### config.mk
export PLATFORM = sky130hd
export DESIGN_NAME = cashaddr_decoder_core
export DESIGN_NICKNAME = d
export VERILOG_FILES = /design/src/hdl/cad_pkg.sv /design/src/hdl/cad_front.sv /design/src/hdl/cad_back.sv /design/src/hdl/cashaddr_decoder_core.sv
export SDC_FILE = /design/constraint.sdc
export NUM_CORES = 1
export LEC_CHECK = 0
export ABC_AREA = 1
export BUFFER_PORTS_ARGS = -buffer_cell sky130_fd_sc_hd__buf_2
export CORE_ASPECT_RATIO = 0.6
export CORE_MARGIN = 8
export CORE_UTILIZATION = 60
export DETAILED_ROUTE_END_ITERATION = 6
export HOLD_SLACK_MARGIN = 0.06
export PLACE_DENSITY = 0.77
export SLEW_MARGIN = 10
export SYNTH_ARGS = -nofsm -noshare
export SYNTH_HDL_FRONTEND = slang
export SYNTH_SLANG_ARGS = --single-unit
### constraint.sdc
create_clock -name clk -period 6.57 [get_ports clk]
set_input_delay 0.3285 -clock clk [delete_from_list [all_inputs] [get_ports clk]]
set_output_delay 0.3285 -clock clk [all_outputs]
set_load 0.01 [all_outputs]
### src/hdl/cad_pkg.sv
// Package: types, constants and functions shared by the CashAddr decoder.
`timescale 1ns / 1ps
package cad_pkg;

  localparam int PREFIX_LIMIT_DEF = 32;
  localparam int MAX_PAYLOAD_BYTES_DEF = 100;
  localparam int STORE_DEPTH = 21;
  localparam int DIGEST_LEN = 20;
  localparam int QUEUE_DEPTH = 2;

  localparam logic [39:0] GEN0 = 40'h98f2bc8e61;
  localparam logic [39:0] GEN1 = 40'h79b76d99e2;
  localparam logic [39:0] GEN2 = 40'hf33e5fb3c4;
  localparam logic [39:0] GEN3 = 40'hae2eabe2a8;
  localparam logic [39:0] GEN4 = 40'h1e4f43e470;
  localparam logic [39:0] LOW_MASK = 40'h07ffffffff;

  localparam logic [7:0] CH_COLON = 8'h3a;
  localparam logic [7:0] CH_END = 8'h00;

  typedef enum logic [2:0] {
    ST_OK          = 3'd0,
    ST_PREFIX_LONG = 3'd1,
    ST_BAD_CHAR    = 3'd2,
    ST_SHORT       = 3'd3,
    ST_BAD_CSUM    = 3'd4,
    ST_BAD_PAYLOAD = 3'd5,
    ST_PAY_SHORT   = 3'd6
  } status_t;

  typedef enum logic [1:0] {
    CMD_PREFIX = 2'd0,
    CMD_COLON  = 2'd1,
    CMD_SYMBOL = 2'd2,
    CMD_END    = 2'd3
  } cmd_t;

  typedef struct packed {
    cmd_t       cmd;
    logic       bad;
    logic [4:0] sym;
    logic [4:0] low5;
  } cmd_item_t;

  typedef enum logic [1:0] {
    BK_RUN,
    BK_EMIT
  } back_state_t;

  function automatic logic [39:0] poly_step(input logic [39:0] c, input logic [4:0] d);
    logic [4:0] top;
    logic [39:0] r;
    top = c[39:35];
    r = ((c & LOW_MASK) << 5) ^ {35'd0, d};
    if (top[0]) r = r ^ GEN0;
    if (top[1]) r = r ^ GEN1;
    if (top[2]) r = r ^ GEN2;
    if (top[3]) r = r ^ GEN3;
    if (top[4]) r = r ^ GEN4;
    return r;
  endfunction

  function automatic logic [5:0] symbol_of(input logic [7:0] ch);
    logic [7:0] c;
    logic [5:0] r;
    c = ch;
    r = 6'd32;
    if (ch >= 8'h41 && ch <= 8'h5a) c = ch + 8'd32;
    case (c)
      "q": r = 6'd0;  "p": r = 6'd1;  "z": r = 6'd2;  "r": r = 6'd3;
      "y": r = 6'd4;  "9": r = 6'd5;  "x": r = 6'd6;  "8": r = 6'd7;
      "g": r = 6'd8;  "f": r = 6'd9;  "2": r = 6'd10; "t": r = 6'd11;
      "v": r = 6'd12; "d": r = 6'd13; "w": r = 6'd14; "0": r = 6'd15;
      "s": r = 6'd16; "3": r = 6'd17; "j": r = 6'd18; "n": r = 6'd19;
      "5": r = 6'd20; "4": r = 6'd21; "k": r = 6'd22; "h": r = 6'd23;
      "c": r = 6'd24; "e": r = 6'd25; "6": r = 6'd26; "m": r = 6'd27;
      "u": r = 6'd28; "a": r = 6'd29; "7": r = 6'd30; "l": r = 6'd31;
      default: r = 6'd32;
    endcase
    return r;
  endfunction

  // polymod of "bitcoincash" then a zero separator, started at 1
  function automatic logic [39:0] default_main();
    logic [39:0] c;
    c = 40'd1;
    c = poly_step(c, 5'(8'h62)); c = poly_step(c, 5'(8'h69));
    c = poly_step(c, 5'(8'h74)); c = poly_step(c, 5'(8'h63));
    c = poly_step(c, 5'(8'h6f)); c = poly_step(c, 5'(8'h69));
    c = poly_step(c, 5'(8'h6e)); c = poly_step(c, 5'(8'h63));
    c = poly_step(c, 5'(8'h61)); c = poly_step(c, 5'(8'h73));
    c = poly_step(c, 5'(8'h68)); c = poly_step(c, 5'd0);
    return c;
  endfunction

endpackage

### src/hdl/cad_front.sv
// Front part: accepts characters, classifies them and queues commands.
`timescale 1ns / 1ps
module cad_front (
  input  logic                clk,
  input  logic                rst_n,
  input  logic                in_valid,
  output logic                in_stall,
  input  logic [7:0]          in_char_code,
  output logic                q_valid,
  input  logic                q_pop,
  output cad_pkg::cmd_item_t  q_item
);
  import cad_pkg::*;

  cmd_item_t  buf_r [QUEUE_DEPTH];
  logic       wp_r, wp_nxt, rp_r, rp_nxt;
  logic [1:0] cnt_r, cnt_nxt;
  logic       colon_r, colon_nxt;
  logic       push;
  cmd_item_t  item;
  logic [5:0] s;

  assign in_stall = (cnt_r == 2'(QUEUE_DEPTH));
  assign push = in_valid && !in_stall;
  assign q_valid = (cnt_r != 2'd0);
  assign q_item = buf_r[rp_r];

  always_comb begin
    s = symbol_of(in_char_code);
    item.sym = s[4:0];
    item.bad = s[5];
    item.low5 = in_char_code[4:0];
    if (in_char_code == CH_END) item.cmd = CMD_END;
    else if (!colon_r && in_char_code == CH_COLON) item.cmd = CMD_COLON;
    else if (!colon_r) item.cmd = CMD_PREFIX;
    else item.cmd = CMD_SYMBOL;
    wp_nxt = push ? ~wp_r : wp_r;
    rp_nxt = q_pop ? ~rp_r : rp_r;
    cnt_nxt = cnt_r + 2'(push) - 2'(q_pop);
    colon_nxt = colon_r;
    if (push) begin
      if (in_char_code == CH_END) colon_nxt = 1'b0;
      else if (in_char_code == CH_COLON) colon_nxt = 1'b1;
    end
  end

  always_ff @(posedge clk) begin
    if (!rst_n) begin
      wp_r <= 1'b0;
      rp_r <= 1'b0;
      cnt_r <= 2'd0;
      colon_r <= 1'b0;
    end else begin
      wp_r <= wp_nxt;
      rp_r <= rp_nxt;
      cnt_r <= cnt_nxt;
      colon_r <= colon_nxt;
    end
    if (push) buf_r[wp_r] <= item;
  end
endmodule

### src/hdl/cad_back.sv
// Back part: checksum runs, symbol delay, byte unpacking and result output.
`timescale 1ns / 1ps
module cad_back #(
  parameter int PREFIX_LIMIT = cad_pkg::PREFIX_LIMIT_DEF,
  parameter int MAX_PAYLOAD_BYTES = cad_pkg::MAX_PAYLOAD_BYTES_DEF
) (
  input  logic               clk,
  input  logic               rst_n,
  input  logic               q_valid,
  output logic               q_pop,
  input  cad_pkg::cmd_item_t q_item,
  output logic               out_valid,
  input  logic               out_stall,
  output logic [2:0]         out_status,
  output logic [2:0]         out_version,
  output logic [1:0]         out_type_code,
  output logic [7:0]         out_hash_byte,
  output logic [4:0]         out_byte_index,
  output logic               out_last
);
  import cad_pkg::*;

  back_state_t st_r, st_nxt;
  logic [39:0] main_r, main_nxt, pre_r, pre_nxt;
  logic [6:0]  pcnt_r, pcnt_nxt;
  logic        colon_r, colon_nxt, bad_r, bad_nxt;
  logic [7:0]  scnt_r, scnt_nxt;
  logic [4:0]  dly_r [8];
  logic [11:0] bbuf_r, bbuf_nxt;
  logic [3:0]  bcnt_r, bcnt_nxt;
  logic [6:0]  bytec_r, bytec_nxt;
  logic [7:0]  store_r [STORE_DEPTH];
  logic [2:0]  stat_r, stat_nxt;
  logic [4:0]  idx_r, idx_nxt;
  logic        shift_en, unpack_en, byte_done;
  logic [11:0] nb;
  logic [3:0]  nbc;
  logic [7:0]  new_byte;
  logic [4:0]  tb;

  always_comb begin
    st_nxt = st_r;
    main_nxt = main_r; pre_nxt = pre_r; pcnt_nxt = pcnt_r;
    colon_nxt = colon_r; bad_nxt = bad_r; scnt_nxt = scnt_r;
    bbuf_nxt = bbuf_r; bcnt_nxt = bcnt_r; bytec_nxt = bytec_r;
    stat_nxt = stat_r; idx_nxt = idx_r;
    q_pop = 1'b0; shift_en = 1'b0; unpack_en = 1'b0; byte_done = 1'b0;
    nb = {bbuf_r[6:0], dly_r[0]};
    nbc = bcnt_r + 4'd5;
    new_byte = 8'(nb >> (nbc - 4'd8));
    unique case (st_r)
      BK_RUN: begin
        if (q_valid) begin
          q_pop = 1'b1;
          unique case (q_item.cmd)
            CMD_COLON: begin
              colon_nxt = 1'b1;
              main_nxt = poly_step(pre_r, 5'd0);
              bad_nxt = 1'b0; scnt_nxt = 8'd0; bbuf_nxt = 12'd0;
              bcnt_nxt = 4'd0; bytec_nxt = 7'd0;
            end
            CMD_PREFIX, CMD_SYMBOL: begin
              if (q_item.cmd == CMD_PREFIX) begin
                pre_nxt = poly_step(pre_r, q_item.low5);
                if (pcnt_r != 7'd127) pcnt_nxt = pcnt_r + 7'd1;
              end
              if (q_item.bad) bad_nxt = 1'b1;
              else begin
                main_nxt = poly_step(main_r, q_item.sym);
                shift_en = 1'b1;
                if (scnt_r != 8'd255) scnt_nxt = scnt_r + 8'd1;
                if (scnt_r >= 8'd8) begin
                  unpack_en = 1'b1;
                  if (nbc >= 4'd8) begin
                    byte_done = 1'b1;
                    bcnt_nxt = nbc - 4'd8;
                    bbuf_nxt = nb & ((12'd1 << (nbc - 4'd8)) - 12'd1);
                    if (bytec_r <= 7'(MAX_PAYLOAD_BYTES)) bytec_nxt = bytec_r + 7'd1;
                  end else begin
                    bcnt_nxt = nbc;
                    bbuf_nxt = nb;
                  end
                end
              end
            end
            CMD_END: begin
              if (colon_r && pcnt_r >= 7'(PREFIX_LIMIT)) stat_nxt = ST_PREFIX_LONG;
              else if (bad_r) stat_nxt = ST_BAD_CHAR;
              else if (scnt_r < 8'd8) stat_nxt = ST_SHORT;
              else if (main_r != 40'd1) stat_nxt = ST_BAD_CSUM;
              else if (bytec_r == 7'd0 || bytec_r > 7'(MAX_PAYLOAD_BYTES))
                stat_nxt = ST_BAD_PAYLOAD;
              else if (bytec_r < 7'(STORE_DEPTH)) stat_nxt = ST_PAY_SHORT;
              else stat_nxt = ST_OK;
              idx_nxt = 5'd0;
              st_nxt = BK_EMIT;
            end
            default: ;
          endcase
        end
      end
      BK_EMIT: begin
        if (!out_stall) begin
          if (stat_r != ST_OK || idx_r == 5'(DIGEST_LEN - 1)) begin
            st_nxt = BK_RUN;
            main_nxt = default_main(); pre_nxt = 40'd1; pcnt_nxt = 7'd0;
            colon_nxt = 1'b0; bad_nxt = 1'b0; scnt_nxt = 8'd0;
            bbuf_nxt = 12'd0; bcnt_nxt = 4'd0; bytec_nxt = 7'd0;
          end else idx_nxt = idx_r + 5'd1;
        end
      end
      default: st_nxt = BK_RUN;
    endcase
  end

  assign tb = store_r[0][7:3];
  assign out_valid = (st_r == BK_EMIT);
  assign out_status = stat_r;
  assign out_version = (stat_r == ST_OK) ? store_r[0][2:0] : 3'd0;
  assign out_type_code = (stat_r != ST_OK) ? 2'd0 :
                         (tb == 5'd0) ? 2'd0 : (tb == 5'd1) ? 2'd1 : 2'd2;
  assign out_hash_byte = (stat_r == ST_OK) ? store_r[idx_r + 5'd1] : 8'd0;
  assign out_byte_index = (stat_r == ST_OK) ? idx_r : 5'd0;
  assign out_last = (stat_r != ST_OK) || (idx_r == 5'(DIGEST_LEN - 1));

  always_ff @(posedge clk) begin
    if (!rst_n) begin
      st_r <= BK_RUN;
      main_r <= default_main(); pre_r <= 40'd1; pcnt_r <= 7'd0;
      colon_r <= 1'b0; bad_r <= 1'b0; scnt_r <= 8'd0;
      bbuf_r <= 12'd0; bcnt_r <= 4'd0; bytec_r <= 7'd0;
      stat_r <= ST_OK; idx_r <= 5'd0;
    end else begin
      st_r <= st_nxt;
      main_r <= main_nxt; pre_r <= pre_nxt; pcnt_r <= pcnt_nxt;
      colon_r <= colon_nxt; bad_r <= bad_nxt; scnt_r <= scnt_nxt;
      bbuf_r <= bbuf_nxt; bcnt_r <= bcnt_nxt; bytec_r <= bytec_nxt;
      stat_r <= stat_nxt; idx_r <= idx_nxt;
    end
    if (shift_en) begin
      for (int i = 0; i < 7; i++) dly_r[i] <= dly_r[i + 1];
      dly_r[7] <= q_item.sym;
    end
    if (unpack_en && byte_done && bytec_r < 7'(STORE_DEPTH))
      store_r[bytec_r[4:0]] <= new_byte;
  end
endmodule

### src/hdl/cashaddr_decoder_core.sv
// Top level: CashAddr base32 decoder with BCH polymod check.
// Flow: characters are queued in registers; the end code moves the back part to BK_EMIT.
// Throughput: one character per cycle; the end code emits 1 or 20 results, one per
//   cycle unless out_stall; once the two-entry queue is full, input stalls as they drain.
// Reset: synchronous active-low rst_n restores the default-prefix checksum and clears
//   counters and flags; the delay line and byte store are not cleared.
`timescale 1ns / 1ps
module cashaddr_decoder_core #(
  parameter int PREFIX_LIMIT = cad_pkg::PREFIX_LIMIT_DEF,
  parameter int MAX_PAYLOAD_BYTES = cad_pkg::MAX_PAYLOAD_BYTES_DEF
) (
  input  logic       clk,
  input  logic       rst_n,
  input  logic       in_valid,
  output logic       in_stall,
  input  logic [7:0] in_char_code,
  output logic       out_valid,
  input  logic       out_stall,
  output logic [2:0] out_status,
  output logic [2:0] out_version,
  output logic [1:0] out_type_code,
  output logic [7:0] out_hash_byte,
  output logic [4:0] out_byte_index,
  output logic       out_last
);
  import cad_pkg::*;

  logic      q_valid, q_pop;
  cmd_item_t q_item;

  cad_front u_front (
    .clk, .rst_n, .in_valid, .in_stall, .in_char_code,
    .q_valid, .q_pop, .q_item
  );

  cad_back #(.PREFIX_LIMIT(PREFIX_LIMIT), .MAX_PAYLOAD_BYTES(MAX_PAYLOAD_BYTES)) u_back (
    .clk, .rst_n, .q_valid, .q_pop, .q_item,
    .out_valid, .out_stall, .out_status, .out_version, .out_type_code,
    .out_hash_byte, .out_byte_index, .out_last
  );

  a_err_single: assert property (@(posedge clk) disable iff (!rst_n)
    out_valid && out_status != ST_OK |-> out_last) else $error("error result not last");
  a_idx_adv: assert property (@(posedge clk) disable iff (!rst_n)
    out_valid && !out_stall && !out_last |=> out_valid && out_byte_index != 5'd0)
    else $error("hash sequence broken");
  a_pop_valid: assert property (@(posedge clk) disable iff (!rst_n)
    q_pop |-> q_valid) else $error("pop from empty queue");
endmodule
# --- Yosys cells after proc, flatten, opt, wreduce, memory -nomap -nowiden ---
# Memory sizes are Yosys's and may differ from the RTL's. A register that Yosys moved wholly into a read port is not among the register bits.
# Cells that the tools add are included.
totals:
  rom_bits: 768
  in_bits: 12
  ramBits: 234
  out_inout_bits: 24
  regBits: 130
  wordCells: 292
  memories: 4
memory_table:
  columns: ["name", "words", "width", "read_ports", "rd_clocked_by_memory_dff", "wr", "line_no", "rtl"]
  rows:
  - ["(name not given)", 128, 6, 1, 0, 0, "cad_pkg.sv:69", "case (c)"]
  - ["u_back.store_r", 21, 8, 2, 0, 1, "cad_back.sv:32", "logic [7:0] store_r [STORE_DEPTH];"]
  - ["u_back.dly_r", 8, 5, 8, 0, 8, "cad_back.sv:28", "logic [4:0] dly_r [8];"]
  - ["u_front.buf_r", 2, 13, 1, 1, 1, "cad_front.sv:15", "cmd_item_t buf_r [QUEUE_DEPTH];"]
classes:
  n_reduce_logical: 33
  n_bitwise: 20
  n_eq_ne: 27
  addsub: 10
  shift: 2
  n_lt_le_gt_ge: 9
  n_mux: 171
ops:
  columns: ["cell", "n"]
  rows:
  - ["40-bit 2-to-1 mux", 62]
  - ["40-bit case mux with 2 select lines", 3]
  - ["7-bit 2-to-1 mux", 17]
  - ["39-bit 2-to-1 mux", 3]
  - ["37-bit 2-to-1 mux", 3]
  - ["40-bit by 5-bit XOR with 40-bit output", 2]
  - ["25-bit NOT", 3]
  - ["24-bit NOT", 3]
  - ["7-bit case mux with 2 select lines", 5]
  - ["21-bit NOT", 3]
  - ["20-bit NOT", 3]
  - ["19-bit NOT", 3]
  - ["8-bit 2-to-1 mux", 7]
  - ["40-bit by 1-bit inequality test with 1-bit output, second input constant", 1]
  - ["1-bit 2-to-1 mux", 33]
  - ["8-bit case mux with 2 select lines", 2]
  - ["5-bit 2-to-1 mux", 5]
  - ["4-bit 2-to-1 mux", 6]
  - ["3-bit 2-to-1 mux", 7]
  - ["7-bit AND reduction", 3]
  - ["2-bit 2-to-1 mux", 10]
  - ["6-bit AND reduction", 3]
  - ["4-bit case mux with 2 select lines", 2]
  - ["7-bit by 1-bit adder with 7-bit output, second input constant", 2]
  - ["other kinds (52)", 81]

# --- Longest topological paths before layout ---
logic_depth:
  ltp_word: 31
  ltp_mapped: 14
  mapped_depth_nobuf: 14

# --- Modules after synthesis ---
# A second synthesis with hierarchy kept.
unflattened:
  hier_cells: 1889
  hier_area_um2: 17553.1
modules_own_cells:
  columns: ["module", "instances", "cells_each", "area_per_inst_um2"]
  rows:
  - ["cad_back", 1, 1690, 15677.5]
  - ["cad_front", 1, 199, 1875.5]

# --- Worst setup path after synthesis ---
# OpenSTA, ideal clock, no wires.
synth_path:
  path_kind: "flip-flop to flip-flop"
  start: "reg with a tool-made name"
  end: "mem u_back.dly_r[0][0] (enable)"
  arrival_ps: 2606
  setup_ps: 437
  required_time_ps: 6133
  stages_incl_launch_ff: 7
  path_slack_ps: 3526
  period_less_slack_ps: 3044
  path_cell_list: "dfxtp_1 > inv_2 > nand2_1 > nand2_4 > nor2_8 > nand2_1 > nor2_1"
synth_lines:
  columns: ["element", "line_no"]
  rows:
  - ["end, declared", "cad_back.sv:28"]

# --- Worst setup path after layout ---
layout_path:
  start: "reg u_back.idx_r[0]"
  end: "out out_hash_byte[0]"
layout_via:
  elab_chain_len: 3
layout_lines:
  columns: ["element", "line_no", "rtl"]
  rows:
  - ["start, declared", "cad_back.sv:34", "logic [4:0] idx_r, idx_nxt;"]
  - ["start signal, assigned", "cad_back.sv:138", "stat_r <= stat_nxt; idx_r <= idx_nxt;"]
  - ["5-bit by 1-bit adder with 5-bit output", "cad_back.sv:122", "assign out_hash_byte = (stat_r == ST_OK) ? store_r[idx_r + 5'd1] : 8'd0;"]
  - ["memory read 21 x 8 bit", null, null]
  - ["8-bit 2-to-1 mux", "cad_back.sv:122", null]
  - ["end, declared", "cashaddr_decoder_core.sv:22", "output logic [7:0] out_hash_byte,"]
# No other way between the ends.

==> key figures <==
Outcome
  • Status: finished, final reports clean

Detailed routing
  • Drt pass-1 iters: 6
  • Remaining DRCs: 0
  • Vias per inst: 6.145
  • Routed len/inst: 20.60 um
  • Detailed Route WL: 47,440 um
  • DR vias: 14,150
  • Iteration-0 DRC Markers: 2,012
  • Routed Antenna Nets: 0

Synth
  • Cell Area, Synth: 17,400 um^2
  • Cells after synthesis: 1,905
  • Synth area leader: edfxtp_1
  • Post-synth top area share: 40.38%
  • EDFF count, synth: 234
  • Yosys reg bits: 364
  • Avg Inst Size Synth: 9.134 um^2
  • Synth Flop Type: edfxtp_1
  • Count of cell types in the netlist: 48
  • Post-synthesis net count: 1,940
  • Top cells by count, synth: nand2_1 (356), nor2_1 (240), edfxtp_1 (234)
  • Top-count cell post-synth: nand2_1
  • Post-synthesis sequential area ratio: 55.34%
  • Synth Warn #: 0
  • Top cells by area, synth: edfxtp_1 (40%), dfxtp_1 (15%), nand2_1 (7.7%)
  • FFs w/ async S/R, synth: 0%

Clocking
  • CTS Buffer Depth: 3
  • CTS Sinks: 364
  • CTS clk-pin slew, worst paths: 0.07 ns
  • Postcts setup bufs: 0
  • Worst skew pair latency: 0.55 ns
  • Cts repair resizes: 0
  • CTS root buffer: clkbuf_16
  • Inserted Clock Buffers: 34
  • CTS tree: built
  • H-tree depth: 2
  • CTS Hold Bufs: 0

Floorplan
  • Row count: 48
  • Die width: 235.9 um
  • Ports: 36
  • Starting Density: 60.74%
  • Die area: 34,880 um^2
  • Core area: 28,650 um^2
  • DIE HEIGHT: 147.9 um

Setup path
  • Startpoint types: flop
  • R2R setup slack: 2.89 ns
  • Setup crit end kind: output pin
  • Largest fanout on the critical path: 86
  • Required time of the critical path: 6.24 ns
  • RR Endpoint: u_back.store_r[5][3]
  • Setup CP Type: flop to output pin
  • Worst reg-to-reg path cell count: 6
  • WP data arrival: 4.01 ns

STA
  • RSZ-0062 raised after global routing: false
  • Final Max Tran Viols: 0
  • Final critical-path share of the clock period: 66.04%
  • Clk_skew: 0.02690 ns
  • Sum Neg Setup Slack: 0 ns
  • Count of final setup violators: 0
  • Top achievable clock speed: 0.2305 GHz
  • Final hold viol count: 0
  • Slew @ Worst Pin: 1.179 ns
  • Slew Limit Headroom: 21.12%
  • Crit path time final: 4.339 ns

GRT
  • Largest net degree at the start of global routing: 87
  • Total grt overflow: 0
  • Initial antenna violation count: 0
  • First-pass GRT wire length: 72,970 um
  • Vias in the first global route: 12,700
  • Tot GR Track Use: 26.57%

Pwr
  • P per Cell Area: 418.3 nW/um^2
  • Static leakage: 7.041 nW
  • Max VDD drop: 0.0002257 V

Final layout
  • Final antenna diode count: 0
  • Synth-to-Final Area Change: 9.147%
  • Cell Count, Final, Fillers Out: 2,303
  • Fraction of layout cells with a size suffix above 1: 7.936%
  • Final net count: 1,938

Min path
  • Hold Path Stages: 1
  • Hold endpoint: u_front.buf_r[1][1]
  • HP Class: input pin to flop
  • Hold Path Origin: in_char_code[1]

Run
  • MaxCap Viol Count: 0

Place
  • GPL Wtd Cong: 0.9488
  • Post-DP HPWL: 32,600 um
  • Dpl cells: 2,242
  • Count of buffers from port buffering: 35
[state kept, by name (all words and copies together) (netlist names), 2 cells and up, named ones only]
signal,cells
u_back.pcnt_r,7
u_back.dly_r,40
u_back.bbuf_r,7
u_back.bcnt_r,4
u_back.idx_r,5
u_back.scnt_r,8
u_front.cnt_r,2
u_front.buf_r,26
u_back.store_r,168
u_back.pre_r,40
u_back.main_r,40
u_back.out_status,3
u_back.bytec_r,7
[layer usage]
metal	track usage, %	vias up	wire [um]
met4	6.413	0	878
met3	8.924	83	6866
met1	41.61	6689	21480
li1	-	6531	-
met2	34.13	849	18210
met5	0	-	0
[report_power, final]
| group | internal [mW] | switching (mW) | total [mW] |
|---|---|---|---|
| clock | 1.19 | 0.895 | 2.09 |
| sequential | 2.65 | 0.226 | 2.87 |
| combinational | 0.897 | 2.09 | 2.98 |
[worst max path at each step]
stage               startpoint  slack [ns]  depth (start not counted)            endpoint
2_1_floorplan             flop        3.53                          6  u_back.dly_r[0][0]
3_3_place_gp   u_back.idx_r[0]        3.14                         10    out_hash_byte[6]
3_5_place_dp   u_back.idx_r[0]        2.99                         10    out_hash_byte[6]
4_1_cts        u_back.idx_r[0]        2.31                         10    out_hash_byte[0]
5_1_grt        u_back.idx_r[0]        2.01                         10    out_hash_byte[0]
6_report       u_back.idx_r[0]        2.23                         10    out_hash_byte[0]
[cells in the final DEF (no fill, tap or decap), types with 4 or more instances in the layout]
cell / synthesis / routed
nor4_1: 4 / 4
inv_2: 5 / 5
mux2i_1: 5 / 5
edfxtp_1: 234 / 234
xor2_1: 64 / 63
a21oi_1: 140 / 140
buf_2: 23 / 35
o211ai_1: 21 / 21
inv_1: 117 / 117
o21ai_0: 169 / 168
o22ai_1: 17 / 17
nand2_2: 4 / 4
xnor2_1: 47 / 47
a31oi_1: 4 / 4
nand4_1: 13 / 13
nor2_1: 240 / 239
ha_1: 23 / 23
o221ai_1: 35 / 35
or2_2: 18 / 18
buf_4: 4 / 20
nor3_1: 22 / 22
clkbuf_16: 0 / 35
clkinv_2: 0 / 7
clkinv_1: 3 / 4
bufinv_16: 0 / 4
and3_1: 4 / 4
dfxtp_1: 130 / 129
a211oi_1: 6 / 6
nand3_1: 101 / 101
or2_0: 6 / 6
nand2_1: 356 / 356
clkbuf_8: 0 / 4
[per-stage QoR]
step                setup WS [ns]  util (%)  area (um^2)  total power [mW]  hold WS (ns)
finish                      2.231     66.30        18990             7.945        0.1169
global route                2.009     66.30        18990             8.335        0.1077
CTS                         2.308     66.30        18990             7.855       0.09014
detailed placement          2.987     62.17        17810             5.777        0.4045
global placement            3.141     62.17        17810             5.716        0.4001
floorplan                   3.526         -        17400             4.874        0.4003
[cells by family after synthesis]
| logic type | count (synthesis) | share of synthesized area [%] |
|---|---|---|
| and+or+nand+nor | 777 | 18.67 |
| adders and majority gates | 23 | 1.654 |
| DFF | 364 | 55.34 |
| xor gates and xnor gates | 113 | 5.839 |
| muxes | 5 | 0.2876 |
| AOI/OAI and AO/OA | 405 | 13.21 |
| buffers and inverters | 218 | 5.005 |
[area by class of cell]
class,count,area [um^2]
clock buffer,42,942.2
multi-input combinational,1323,6915
tap,375,469.2
clock inverter,19,240.2
timing repair buffer,55,325.3
sequential,364,9630
fill,2242,9656
inverter,125,469.2
[worst max-delay path: stages, from the launching register on]
cell and delay (ns):
dfxtp_2 0.31, buf_4 0.63, ha_1 0.38, inv_1 0.79, o21ai_0 0.28, o221ai_1 0.46
nand3_1 0.14, nand3_1 0.12, nand2_1 0.05, inv_1 0.12, buf_2 0.15
No activity file was read; power rests on OpenSTA's default activity.
